==> config.mk <==
export PLATFORM = sky130hd
export DESIGN_NAME = nearest_delta_r_matcher_core
export DESIGN_NICKNAME = d
export VERILOG_FILES = /design/src/rtl/ndr_pkg.sv /design/src/rtl/ndr_cand_ram.sv /design/src/rtl/ndr_dist_pipe.sv /design/src/rtl/nearest_delta_r_matcher_core.sv
export VERILOG_INCLUDE_DIRS = /design/src /design/src/rtl
export SDC_FILE = /design/constraint.sdc
export NUM_CORES = 2
export LEC_CHECK = 0
export CAP_MARGIN = 20
export CORE_UTILIZATION = 64
export DETAILED_ROUTE_END_ITERATION = 7
export DONT_BUFFER_PORTS = 1
export GPL_TIMING_DRIVEN = 0
export PLACE_DENSITY = 0.79
export SYNTH_ARGS = -nofsm -noshare
export SYNTH_HDL_FRONTEND = slang
export SYNTH_SLANG_ARGS = --single-unit
==> constraint.sdc <==
create_clock -name clk -period 9.02 [get_ports clk]
set_input_delay 1.804 -clock clk [delete_from_list [all_inputs] [get_ports clk]]
set_output_delay 1.804 -clock clk [all_outputs]
set_load 0.01 [all_outputs]
==> src/rtl/nearest_delta_r_matcher_core_defines.svh <==
// assertion macros used by the matcher core
`ifndef NEAREST_DELTA_R_MATCHER_CORE_DEFINES_SVH
`define NEAREST_DELTA_R_MATCHER_CORE_DEFINES_SVH

// same-cycle implication, sampled on clk, off during reset
`define NDR_ASSERT_IMP(lbl, ante, cons, msg) \
    lbl: assert property (@(posedge clk) disable iff (!rst_n) (ante) |-> (cons)) \
        else $error(msg);

// next-cycle implication, sampled on clk, off during reset
`define NDR_ASSERT_NXT(lbl, ante, cons, msg) \
    lbl: assert property (@(posedge clk) disable iff (!rst_n) (ante) |=> (cons)) \
        else $error(msg);

`endif

==> src/rtl/ndr_pkg.sv <==
// shared constants and types of the nearest delta-r matcher
package ndr_pkg;

    // table geometry
    localparam int TABLE_CAPACITY = 64;
    localparam int ADDR_W  = (TABLE_CAPACITY > 1) ? $clog2(TABLE_CAPACITY) : 1;
    localparam int COUNT_W = $clog2(TABLE_CAPACITY + 1);

    // field widths
    localparam int MODE_W  = 2;
    localparam int ETA_W   = 18;
    localparam int PHI_W   = 16;
    localparam int DIST_W  = 38;
    localparam int INDEX_W = 6;
    localparam int DETA_W  = ETA_W + 1;

    // threshold after reset
    localparam logic [DIST_W-1:0] MAX_DR_RESET = 38'd1087849;

    // item modes
    localparam logic [MODE_W-1:0] MODE_LOAD  = 2'd0;
    localparam logic [MODE_W-1:0] MODE_QUERY = 2'd1;
    localparam logic [MODE_W-1:0] MODE_CLEAR = 2'd2;

    // one stored candidate
    typedef struct packed {
        logic signed [ETA_W-1:0] eta;
        logic signed [PHI_W-1:0] phi;
    } cand_t;

    // one distance word leaving the distance pipeline
    typedef struct packed {
        logic              valid;
        logic [ADDR_W-1:0] index;
        logic [DIST_W-1:0] sq_dist;
    } dist_res_t;

endpackage

==> src/rtl/ndr_cand_ram.sv <==
// candidate table: one write port, one read port with registered data
module ndr_cand_ram (
    input  logic                      clk,
    input  logic                      we,
    input  logic [ndr_pkg::ADDR_W-1:0] waddr,
    input  ndr_pkg::cand_t            wdata,
    input  logic                      re,
    input  logic [ndr_pkg::ADDR_W-1:0] raddr,
    output ndr_pkg::cand_t            rdata
);

    ndr_pkg::cand_t mem [ndr_pkg::TABLE_CAPACITY];
    ndr_pkg::cand_t rdata_reg;

    // write port
    always_ff @(posedge clk)
    begin
        if (we)
        begin
            mem[waddr] <= wdata;
        end
    end

    // read port, registered data
    always_ff @(posedge clk)
    begin
        if (re)
        begin
            rdata_reg <= mem[raddr];
        end
    end

    assign rdata = rdata_reg;

endmodule

==> src/rtl/ndr_dist_pipe.sv <==
// three-stage squared delta-r pipeline: differences, squares, sum
module ndr_dist_pipe (
    input  logic                              clk,
    input  logic                              rst_n,
    input  logic                              in_valid,
    input  logic [ndr_pkg::ADDR_W-1:0]        in_index,
    input  logic signed [ndr_pkg::ETA_W-1:0]  q_eta,
    input  logic signed [ndr_pkg::PHI_W-1:0]  q_phi,
    input  ndr_pkg::cand_t                    cand,
    output ndr_pkg::dist_res_t                dout,
    output logic                              busy
);

    logic                               v1_reg, v2_reg, v3_reg;
    logic [ndr_pkg::ADDR_W-1:0]         idx1_reg, idx2_reg, idx3_reg;
    logic signed [ndr_pkg::DETA_W-1:0]  deta_reg;
    logic signed [ndr_pkg::PHI_W-1:0]   dphi_reg;
    logic signed [ndr_pkg::DIST_W-1:0]  sq_eta_reg;
    logic signed [2*ndr_pkg::PHI_W-1:0] sq_phi_reg;
    logic [ndr_pkg::DIST_W-1:0]         sum_reg;

    logic signed [ndr_pkg::DETA_W-1:0]  deta_next;
    logic signed [ndr_pkg::PHI_W-1:0]   dphi_next;
    logic signed [ndr_pkg::DIST_W-1:0]  sq_eta_next;
    logic signed [2*ndr_pkg::PHI_W-1:0] sq_phi_next;
    logic [ndr_pkg::DIST_W-1:0]         sum_next;

    // differences; phi wraps round the circle in 16 bits
    always_comb
    begin
        deta_next = {q_eta[ndr_pkg::ETA_W-1], q_eta}
                  - {cand.eta[ndr_pkg::ETA_W-1], cand.eta};
        dphi_next = q_phi - cand.phi;
    end

    // squares of the registered differences
    always_comb
    begin
        sq_eta_next = deta_reg * deta_reg;
        sq_phi_next = dphi_reg * dphi_reg;
    end

    // sum of squares, both non-negative
    assign sum_next = ndr_pkg::DIST_W'($unsigned(sq_eta_reg))
                    + ndr_pkg::DIST_W'($unsigned(sq_phi_reg));

    // stage valids
    always_ff @(posedge clk or negedge rst_n)
    begin
        if (!rst_n)
        begin
            v1_reg <= 1'b0;
            v2_reg <= 1'b0;
            v3_reg <= 1'b0;
        end
        else
        begin
            v1_reg <= in_valid;
            v2_reg <= v1_reg;
            v3_reg <= v2_reg;
        end
    end

    // stage payloads
    always_ff @(posedge clk)
    begin
        idx1_reg   <= in_index;
        deta_reg   <= deta_next;
        dphi_reg   <= dphi_next;
        idx2_reg   <= idx1_reg;
        sq_eta_reg <= sq_eta_next;
        sq_phi_reg <= sq_phi_next;
        idx3_reg   <= idx2_reg;
        sum_reg    <= sum_next;
    end

    assign dout.valid   = v3_reg;
    assign dout.index   = idx3_reg;
    assign dout.sq_dist = sum_reg;
    assign busy         = v1_reg | v2_reg | v3_reg;

endmodule

==> src/rtl/nearest_delta_r_matcher_core.sv <==
// top level of the nearest delta-r matcher: command decode, table scan, best tracking
//
// Load and clear words never raise busy; a load into a full table is dropped. A query
// raises busy and scans the stored candidates (up to 64) one per cycle through the
// single read port of the candidate table. Each read passes through the registered
// table read, the three distance pipeline stages and the update of the best entry;
// once the scan has drained, the threshold is applied and the result registered with
// the strobe (an empty table gives the strobe without any reads). The result word is on
// found, match_index and distance_squared for the single cycle that strobe is high and
// cannot be held off; busy is already low in that cycle, so the next command may be
// taken alongside it. The threshold register may be written while busy is low.
module nearest_delta_r_matcher_core (
    input  logic                              clk,
    input  logic                              rst_n,
    input  logic                              start,
    output logic                              busy,
    input  logic [ndr_pkg::MODE_W-1:0]        mode,
    input  logic signed [ndr_pkg::ETA_W-1:0]  eta,
    input  logic signed [ndr_pkg::PHI_W-1:0]  phi,
    input  logic                              cfg_valid,
    output logic                              cfg_ready,
    input  logic [ndr_pkg::DIST_W-1:0]        max_dr_squared,
    output logic                              strobe,
    output logic                              found,
    output logic [ndr_pkg::INDEX_W-1:0]       match_index,
    output logic [ndr_pkg::DIST_W-1:0]        distance_squared
);

    `include "nearest_delta_r_matcher_core_defines.svh"

    localparam logic ST_IDLE = 1'b0;
    localparam logic ST_SCAN = 1'b1;

    logic                               state_reg, state_next;
    logic [ndr_pkg::COUNT_W-1:0]        count_reg;
    logic [ndr_pkg::COUNT_W-1:0]        issue_reg;
    logic                               rd_valid_reg;
    logic [ndr_pkg::ADDR_W-1:0]         rd_idx_reg;
    logic signed [ndr_pkg::ETA_W-1:0]   q_eta_reg;
    logic signed [ndr_pkg::PHI_W-1:0]   q_phi_reg;
    logic [ndr_pkg::DIST_W-1:0]         max_dr_reg;
    logic                               have_reg;
    logic [ndr_pkg::ADDR_W-1:0]         best_idx_reg;
    logic [ndr_pkg::DIST_W-1:0]         best_d_reg;
    logic                               strobe_reg;
    logic                               found_reg;
    logic [ndr_pkg::INDEX_W-1:0]        index_reg;
    logic [ndr_pkg::DIST_W-1:0]         dist_reg;

    logic                               accept;
    logic                               table_full;
    logic                               mem_we;
    logic                               issue;
    logic                               drained;
    logic                               in_thr;
    logic                               better;
    ndr_pkg::cand_t                     wr_cand;
    ndr_pkg::cand_t                     rd_cand;
    ndr_pkg::dist_res_t                 dres;
    logic                               pipe_busy;

    // command decode
    assign accept     = start & ~busy;
    assign table_full = (count_reg >= ndr_pkg::COUNT_W'(ndr_pkg::TABLE_CAPACITY));
    assign mem_we     = accept && (mode == ndr_pkg::MODE_LOAD) && !table_full;
    assign wr_cand    = '{eta: eta, phi: phi};

    // scan control
    assign issue   = (state_reg == ST_SCAN) && (issue_reg < count_reg);
    assign drained = (state_reg == ST_SCAN) && !issue && !rd_valid_reg && !pipe_busy;
    assign better  = dres.valid && (!have_reg || (dres.sq_dist < best_d_reg));
    assign in_thr  = have_reg && (best_d_reg <= max_dr_reg);

    always_comb
    begin
        state_next = state_reg;
        unique case (state_reg)
            ST_IDLE:
            begin
                if (accept && (mode == ndr_pkg::MODE_QUERY))
                begin
                    state_next = ST_SCAN;
                end
            end
            ST_SCAN:
            begin
                if (drained)
                begin
                    state_next = ST_IDLE;
                end
            end
            default:
            begin
                state_next = ST_IDLE;
            end
        endcase
    end

    // candidate table
    ndr_cand_ram u_ram (
        .clk   (clk),
        .we    (mem_we),
        .waddr (count_reg[ndr_pkg::ADDR_W-1:0]),
        .wdata (wr_cand),
        .re    (issue),
        .raddr (issue_reg[ndr_pkg::ADDR_W-1:0]),
        .rdata (rd_cand)
    );

    // distance pipeline
    ndr_dist_pipe u_dist (
        .clk      (clk),
        .rst_n    (rst_n),
        .in_valid (rd_valid_reg),
        .in_index (rd_idx_reg),
        .q_eta    (q_eta_reg),
        .q_phi    (q_phi_reg),
        .cand     (rd_cand),
        .dout     (dres),
        .busy     (pipe_busy)
    );

    // control registers
    always_ff @(posedge clk or negedge rst_n)
    begin
        if (!rst_n)
        begin
            state_reg    <= ST_IDLE;
            count_reg    <= '0;
            issue_reg    <= '0;
            rd_valid_reg <= 1'b0;
            max_dr_reg   <= ndr_pkg::MAX_DR_RESET;
            have_reg     <= 1'b0;
            strobe_reg   <= 1'b0;
        end
        else
        begin
            state_reg    <= state_next;
            rd_valid_reg <= issue;
            strobe_reg   <= drained;

            // table fill count
            if (mem_we)
            begin
                count_reg <= count_reg + 1'b1;
            end
            else if (accept && (mode == ndr_pkg::MODE_CLEAR))
            begin
                count_reg <= '0;
            end

            // read address sequence
            if (accept)
            begin
                issue_reg <= '0;
            end
            else if (issue)
            begin
                issue_reg <= issue_reg + 1'b1;
            end

            // best-so-far flag
            if (accept)
            begin
                have_reg <= 1'b0;
            end
            else if (better)
            begin
                have_reg <= 1'b1;
            end

            // threshold register
            if (cfg_valid && cfg_ready)
            begin
                max_dr_reg <= max_dr_squared;
            end
        end
    end

    // payload registers
    always_ff @(posedge clk)
    begin
        rd_idx_reg <= issue_reg[ndr_pkg::ADDR_W-1:0];
        if (accept)
        begin
            q_eta_reg <= eta;
            q_phi_reg <= phi;
        end
        if (better)
        begin
            best_idx_reg <= dres.index;
            best_d_reg   <= dres.sq_dist;
        end
        if (drained)
        begin
            found_reg <= in_thr;
            index_reg <= in_thr ? ndr_pkg::INDEX_W'(best_idx_reg) : '0;
            dist_reg  <= in_thr ? best_d_reg : '0;
        end
    end

    assign busy             = (state_reg != ST_IDLE);
    assign cfg_ready        = ~busy;
    assign strobe           = strobe_reg;
    assign found            = found_reg;
    assign match_index      = index_reg;
    assign distance_squared = dist_reg;

    // checks
    `NDR_ASSERT_IMP(a_dist_only_in_scan, dres.valid, state_reg == ST_SCAN, "distance word outside a scan")
    `NDR_ASSERT_NXT(a_strobe_after_scan, drained, strobe && (state_reg == ST_IDLE), "scan end without result strobe")
    `NDR_ASSERT_IMP(a_found_within, strobe && found, distance_squared <= max_dr_reg, "match beyond threshold")
    `NDR_ASSERT_IMP(a_miss_zeroed, strobe && !found, (match_index == '0) && (distance_squared == '0), "miss word not zeroed")
    `NDR_ASSERT_IMP(a_no_load_in_scan, busy, !mem_we && (count_reg <= ndr_pkg::COUNT_W'(ndr_pkg::TABLE_CAPACITY)), "table written during scan")

endmodule
# Word level (Yosys, flattened, before mapping)
# Memory sizes are Yosys's and may differ from the RTL's. A register that Yosys moved wholly into a read port is not among the register bits.
# Cells that the tools add are included.
# W data, S select, Z words.
[totals]
register_bits = 349
ramBits = 2176
input_bits = 78
out_inout_bits = 48
elab_cells = 76
memories = 1
[classes]
add_sub_neg = 5
n_mul = 2
order_cmp = 4
eq_ne = 2
muxes = 11
bitwise_logic = 4
n_reduce_logical = 21
[memory_table]
columns = ["memory", "words", "word_bits", "read_ports", "rd_ports_with_merged_regs", "wr", "line", "text"]
rows = [
  ["u_ram.mem", 64, 34, 1, 1, 1, "ndr_cand_ram.sv:12", "ndr_pkg::cand_t mem [ndr_pkg::TABLE_CAPACITY];"],
]
[op_table]
columns = ["op", "count"]
rows = [
  ["$add A38 B32 Y38", 1],
  ["$le A38 B38 Y1", 1],
  ["$lt A38 B38 Y1", 1],
  ["$mul A19 B19 Y38", 1],
  ["$mul A16 B16 Y32", 1],
  ["$mux W7", 4],
  ["$sub A18 B18 Y19", 1],
  ["$sub A16 B16 Y16", 1],
  ["$add A7 B1 Y7 const B", 2],
  ["$logic_and A1 B1 Y1", 11],
  ["$ge A7 B7 Y1 const B", 1],
  ["$lt A7 B7 Y1", 1],
  ["$mux W1", 6],
  ["$reduce_bool A2 Y1", 3],
  ["$logic_not A1 Y1", 5],
  ["$eq A2 B1 Y1 const B", 1],
  ["$eq A2 B2 Y1 const B", 1],
  ["$logic_not A2 Y1", 1],
  ["$or A1 B1 Y1", 2],
  ["$pmux W1 S2", 1],
  ["$and A1 B1 Y1", 1],
  ["$logic_or A1 B1 Y1", 1],
  ["$not A1 Y1", 1],
]

# Longest topological paths before layout
[depth]
word_depth = 8
mapped_depth = 26
ltp_nobuf = 25

# By module
# Synthesis repeated with hierarchy kept, for this count alone.
[hier_totals]
cells_unflattened = 7254
hier_area_um2 = 119768.6
[modules_own_cells]
columns = ["mod", "instances", "cells_each", "area_each_um2", "seq_area_each_um2"]
rows = [
  ["ndr_cand_ram", 1, 3744, 84114.4, 66363.6],
  ["ndr_dist_pipe", 1, 2840, 27217.4, 3258.1],
  ["nearest_delta_r_matcher_core", 1, 670, 8436.8, 5226.3],
]

# Least setup slack after synthesis
# No wires, ideal clock.
[synth_timing]
kind = "input-to-reg"
from = "input port start"
to = "memory u_ram.mem[16][0] in the netlist's numbering (enable)"
setup_ps = 512
arrival_time_ps = 6287
required_ps = 8508
path_slack_ps = 2222
cell_stages = 4
n_path_buf = 0
path_cell_list = "nand2_1 nor4_1 nand4_1 nor4_1"
[synth_via]
elab_chain_cells = 5
[synth_rtl]
columns = ["item", "line", "text"]
rows = [
  ["start, declared", "nearest_delta_r_matcher_core.sv:15", "input logic start,"],
  ["$and A1 B1 Y1", "nearest_delta_r_matcher_core.sv:63", "assign accept = start & ~busy;"],
  ["$logic_and A1 B1 Y1 (2 in a row)", "nearest_delta_r_matcher_core.sv:65", "assign mem_we = accept && (mode == ndr_pkg::MODE_LOAD) && !table_full;"],
  ["$mux W1", "ndr_cand_ram.sv:18", "if (we)"],
  ["$mux W1 (not written as such)", "ndr_cand_ram.sv:20", "mem[waddr] <= wdata;"],
  ["end, declared", "ndr_cand_ram.sv:12", ""],
]
# Every way passes these cells.

# Final worst setup path
[layout_timing]
from = "register u_dist.deta_reg[18] in the netlist's numbering"
to = "register u_dist.sq_eta_reg[37] in the netlist's numbering"
[layout_via]
elab_chain_cells = 1
[layout_rtl]
columns = ["item", "line", "text"]
rows = [
  ["start, declared", "ndr_dist_pipe.sv:16", "logic signed [ndr_pkg::DETA_W-1:0] deta_reg;"],
  ["start signal, assigned", "ndr_dist_pipe.sv:68", "deta_reg <= deta_next;"],
  ["$mul A19 B19 Y38", "ndr_dist_pipe.sv:39", "sq_eta_next = deta_reg * deta_reg;"],
  ["net u_dist.sq_eta_next, one bit", "ndr_dist_pipe.sv:24", "logic signed [ndr_pkg::DIST_W-1:0] sq_eta_next;"],
  ["end signal, assigned", "ndr_dist_pipe.sv:71", "sq_eta_reg <= sq_eta_next;"],
  ["end, declared", "ndr_dist_pipe.sv:18", "logic signed [ndr_pkg::DIST_W-1:0] sq_eta_reg;"],
]
# The timed path passes the listed nets, and every way through them passes these cells.
# A chain may end at the register's enable or synchronous reset.

==> out/metrics.json <==
{
  "timing.critical_path.slowest_stage_cell": {"value": "sky130_fd_sc_hd__dfxtp_1"},
  "timing.reg2reg.worst_path_depth": {"value": 23},
  "viasPerCell": {"value": 6.986},
  "setup_ws": {"value": 0.5068, "unit": "ns"},
  "finish.utilization": {"value": 71.93, "unit": "%"},
  "grt_remaining_overflow": {"value": 0},
  "drcViolationCount": {"value": 16},
  "synthesis.nets": {"value": 7678},
  "clk_pin_slew": {"value": 0.06, "unit": "ns"},
  "postCtsHoldBufs": {"value": 0},
  "clk_root_buffer_cell": {"value": "sky130_fd_sc_hd__clkbuf_16"},
  "max_slew_violations": {"value": 0},
  "clock_tree.htree_level_count": {"value": 4},
  "numPortBuffers": {"value": 0},
  "finClkSkew": {"value": 0.1394, "unit": "ns"},
  "worst_r2r_startpoint": {"value": "u_dist.deta_reg[18]"},
  "grt_start_max_net_pins": {"value": 66},
  "ctsLongestPathBuffers": {"value": 3},
  "worst-endpoint-arrival": {"value": 9.17, "unit": "ns"},
  "detail_route.iter0.violations": {"value": 10636},
  "fmax": {"value": 0.1175, "unit": "GHz"},
  "post_synth_inst_count": {"value": 6670},
  "max_cap_viol_count": {"value": 0},
  "worst-setup-path-type": {"value": "reg -> reg"},
  "min-delay-start": {"value": "rd_idx_reg[5]"},
  "vias_in_the_first_global_route": {"value": 68605},
  "drt_first_pass_iters": {"value": 6},
  "clkSinkCount": {"value": 2557},
  "cpPeakStageDelay": {"value": 0.72, "unit": "ns"},
  "worst_skew_pair.late_latency": {"value": 0.92, "unit": "ns"},
  "postSynthAreaPerCell": {"value": 17.83, "unit": "um^2"},
  "avgRoutedWirePerCell": {"value": 36.78, "unit": "um"},
  "route.final.wire_length": {"value": 356700, "unit": "um"},
  "placement_rows": {"value": 157},
  "cts_resized": {"value": 0},
  "rr_endpoint": {"value": "u_dist.sq_eta_reg[37]"},
  "min_to": {"value": "u_dist.idx1_reg[5]"},
  "finalWorstPathRequiredPeriod": {"value": 8.513, "unit": "ns"},
  "seq_area_frac_synth": {"value": 62.94, "unit": "%"},
  "finalHoldViolations": {"value": 0},
  "type_of_origin_of_the_critical_path": {"value": "flip-flop"},
  "ys_seq_elements": {"value": 2557},
  "area_used_by_multi_input_combinational_logic": {"value": 40330, "unit": "um^2"},
  "critPathRequiredTime": {"value": 9.68, "unit": "ns"},
  "timing.hold.worst_path_depth": {"value": 0},
  "synthDistinctLibCells": {"value": 75},
  "worstHoldPathType": {"value": "reg -> reg"},
  "core_region_area": {"value": 183900, "unit": "um^2"},
  "worst_pin_slew": {"value": 1.473, "unit": "ns"},
  "largest_register_ff_count": {"value": 2176},
  "post-cts-setup-buffers": {"value": 0},
  "area.sequential": {"value": 74850, "unit": "um^2"},
  "violations": {"value": "design-rule violations"},
  "floorplan.initialDensity": {"value": 64.68, "unit": "%"},
  "layout.cells.most_common_list": {"value": "sky130_fd_sc_hd__edfxtp_1 (2333), sky130_fd_sc_hd__inv_1 (855), sky130_fd_sc_hd__mux4_2 (714), sky130_fd_sc_hd__fa_1 (571), sky130_fd_sc_hd__ha_1 (359)"},
  "syn_to_final_growth": {"value": 11.21, "unit": "%"},
  "place.gp.congestion": {"value": 0.9275},
  "synthArstFlopShare": {"value": 2.307, "unit": "%"},
  "io-pin-count": {"value": 126},
  "drt.antenna.violating_nets": {"value": 0},
  "critical-path-top-cell-by-count": {"value": "sky130_fd_sc_hd__fa_1"},
  "global_route_wire_length_before_repair": {"value": 489300, "unit": "um"},
  "fillers": {"value": 10622},
  "synthFlopType": {"value": "sky130_fd_sc_hd__edfxtp_1"},
  "post_route_cells_drive_above_1_share": {"value": 18.39, "unit": "%"},
  "mostFrequentLayoutCell": {"value": "sky130_fd_sc_hd__edfxtp_1"},
  "die_width": {"value": 433.1, "unit": "um"},
  "fp.dieArea": {"value": 187600, "unit": "um^2"},
  "ff2ff_setup_slack": {"value": 0.51, "unit": "ns"},
  "antenna_found_initial": {"value": 46},
  "run_status": {"value": "finished with violations"},
  "top_register": {"value": "u_ram.mem"},
  "finalSetupTns": {"value": 0, "unit": "ns"},
  "tritoncts": {"value": "built"},
  "critical_path.cell_chain": {"value": "clkbuf_1 -> clkbuf_1 -> nand2_1 -> fa_1 -> inv_1 -> fa_1 -> inv_1 -> fa_1 -> inv_1 -> fa_1 -> fa_1 -> fa_1 -> ha_1 -> ha_1 -> nand2_1 -> nor4_1 -> nand4_1 -> a31oi_1 -> o41ai_2 -> o311a_1 -> o21ai_1 -> a21oi_1 -> xnor2_1"},
  "rsz0062_at_grt": {"value": "false"},
  "critical_path.max_fanout": {"value": 10},
  "layout_worst_path_cycle_share": {"value": 94.38, "unit": "%"},
  "num-nets-final": {"value": 8014},
  "endpoint_kind": {"value": "flip-flop"},
  "worst_slew_margin_rel": {"value": 1.829, "unit": "%"},
  "setup_viol": {"value": 0},
  "synthesis.area": {"value": 118900, "unit": "um^2"},
  "fp.dieH": {"value": 433.1, "unit": "um"},
  "synth_edf_count": {"value": 2333},
  "dp_slack": {"value": 0.7473, "unit": "ns"},
  "cts_buffers": {"value": 234},
  "dr_total_vias": {"value": 67763},
  "grt_use_total": {"value": 37.69, "unit": "%"},
  "yosysWarnings": {"value": 0},
  "place_hpwl": {"value": 212100, "unit": "um"}
}
-- cells in the mapped netlist, types with 50 or more instances --
cell                       count  share of area (%)
sky130_fd_sc_hd__o21ai_0      81               0.34
sky130_fd_sc_hd__mux4_2      714                 14
sky130_fd_sc_hd__a21oi_1     100               0.42
sky130_fd_sc_hd__nor2_1      170               0.54
sky130_fd_sc_hd__and2_1      156               0.82
sky130_fd_sc_hd__dfrtp_1      50                1.1
sky130_fd_sc_hd__xnor2_1     120               0.88
sky130_fd_sc_hd__buf_2        56               0.24
sky130_fd_sc_hd__fa_1        571                9.6
sky130_fd_sc_hd__inv_1       856                2.7
sky130_fd_sc_hd__clkbuf_1    188               0.59
sky130_fd_sc_hd__a21o_1       61               0.39
sky130_fd_sc_hd__nand2_1     260               0.82
sky130_fd_sc_hd__edfxtp_1   2333                 59
sky130_fd_sc_hd__dfxtp_1     165                2.8
sky130_fd_sc_hd__ha_1        359                3.8
-- critical path, delay by kind of cell (launching register included) --
family	cells	cell delay, ns
buf+inv	5	1.30
compound gates	5	1.29
simple gates	4	0.84
fa+ha+maj	8	4.01
flops	1	0.72
xor+xnor	1	0.14
-- per-stage QoR --
| step | cell area, um^2 | std cells | hold slack (ns) |
|---|---|---|---|
| 3_3_place_gp | 122000 | 9134 | 0.3106 |
| 2_1_floorplan | 118900 | 6670 | 0.3096 |
| 4_1_cts | 132000 | 9664 | 0.2893 |
| 6_report | 132300 | 9700 | 0.2997 |
| 5_1_grt | 132200 | 9679 | 0.2898 |
| 3_5_place_dp | 124100 | 9222 | 0.3121 |
-- per-layer routing --
layer  wire [um]  vias up  GRT usage, %
met3       46460     1656         10.88
met5         303        -             0
met1      111100    34280         45.41
li1            -    25509             -
met2      170900     6272         60.72
met4       27980       46         22.74
-- worst max path at each step --
stage	start	endpoint	slack (ns)	cells after the start
after floorplan	start	u_ram.mem[16][0]	2.22	4
after global placement	start	u_ram.mem[0][6]	-1.81	4
after detailed placement	u_dist.deta_reg[18]	u_dist.sq_eta_reg[37]	0.75	23
after CTS	u_dist.deta_reg[18]	u_dist.sq_eta_reg[37]	0.62	23
after global routing	u_dist.deta_reg[18]	u_dist.sq_eta_reg[37]	0.29	23
final	u_dist.deta_reg[18]	u_dist.sq_eta_reg[37]	0.51	23
-- layout make-up --
type / instances / area share [%]
Clock buffer: 302 / 4.774
Clock inverter: 140 / 1.197
Timing Repair Buffer: 100 / 1.357
Buffer: 253 / 0.7767
Tap cell: 2464 / 2.331
Inverter: 858 / 2.435
Multi-Input combinational cell: 3002 / 30.49
Sequential cell: 2557 / 56.59
Antenna cell: 24 / 0.04541
-- cells by family (layout without fill, tap and decap cells) --
group / count (synthesis) / in the layout / synth area share [%]
AO/OA/AOI/OAI: 399 / 399 / 2.162
XOR/XNOR: 148 / 148 / 1.090
adder cells (fa/ha/maj): 932 / 932 / 13.41
buffers and inverters: 1111 / 1653 / 3.569
flip-flops: 2557 / 2557 / 62.94
multiplexers: 718 / 718 / 13.56
other: 0 / 24 / 0
AND/OR/NAND/NOR: 805 / 805 / 3.279
Power is not shown: default switching activity piles up to over one toggle a cycle in this logic, so the estimate is an artifact.
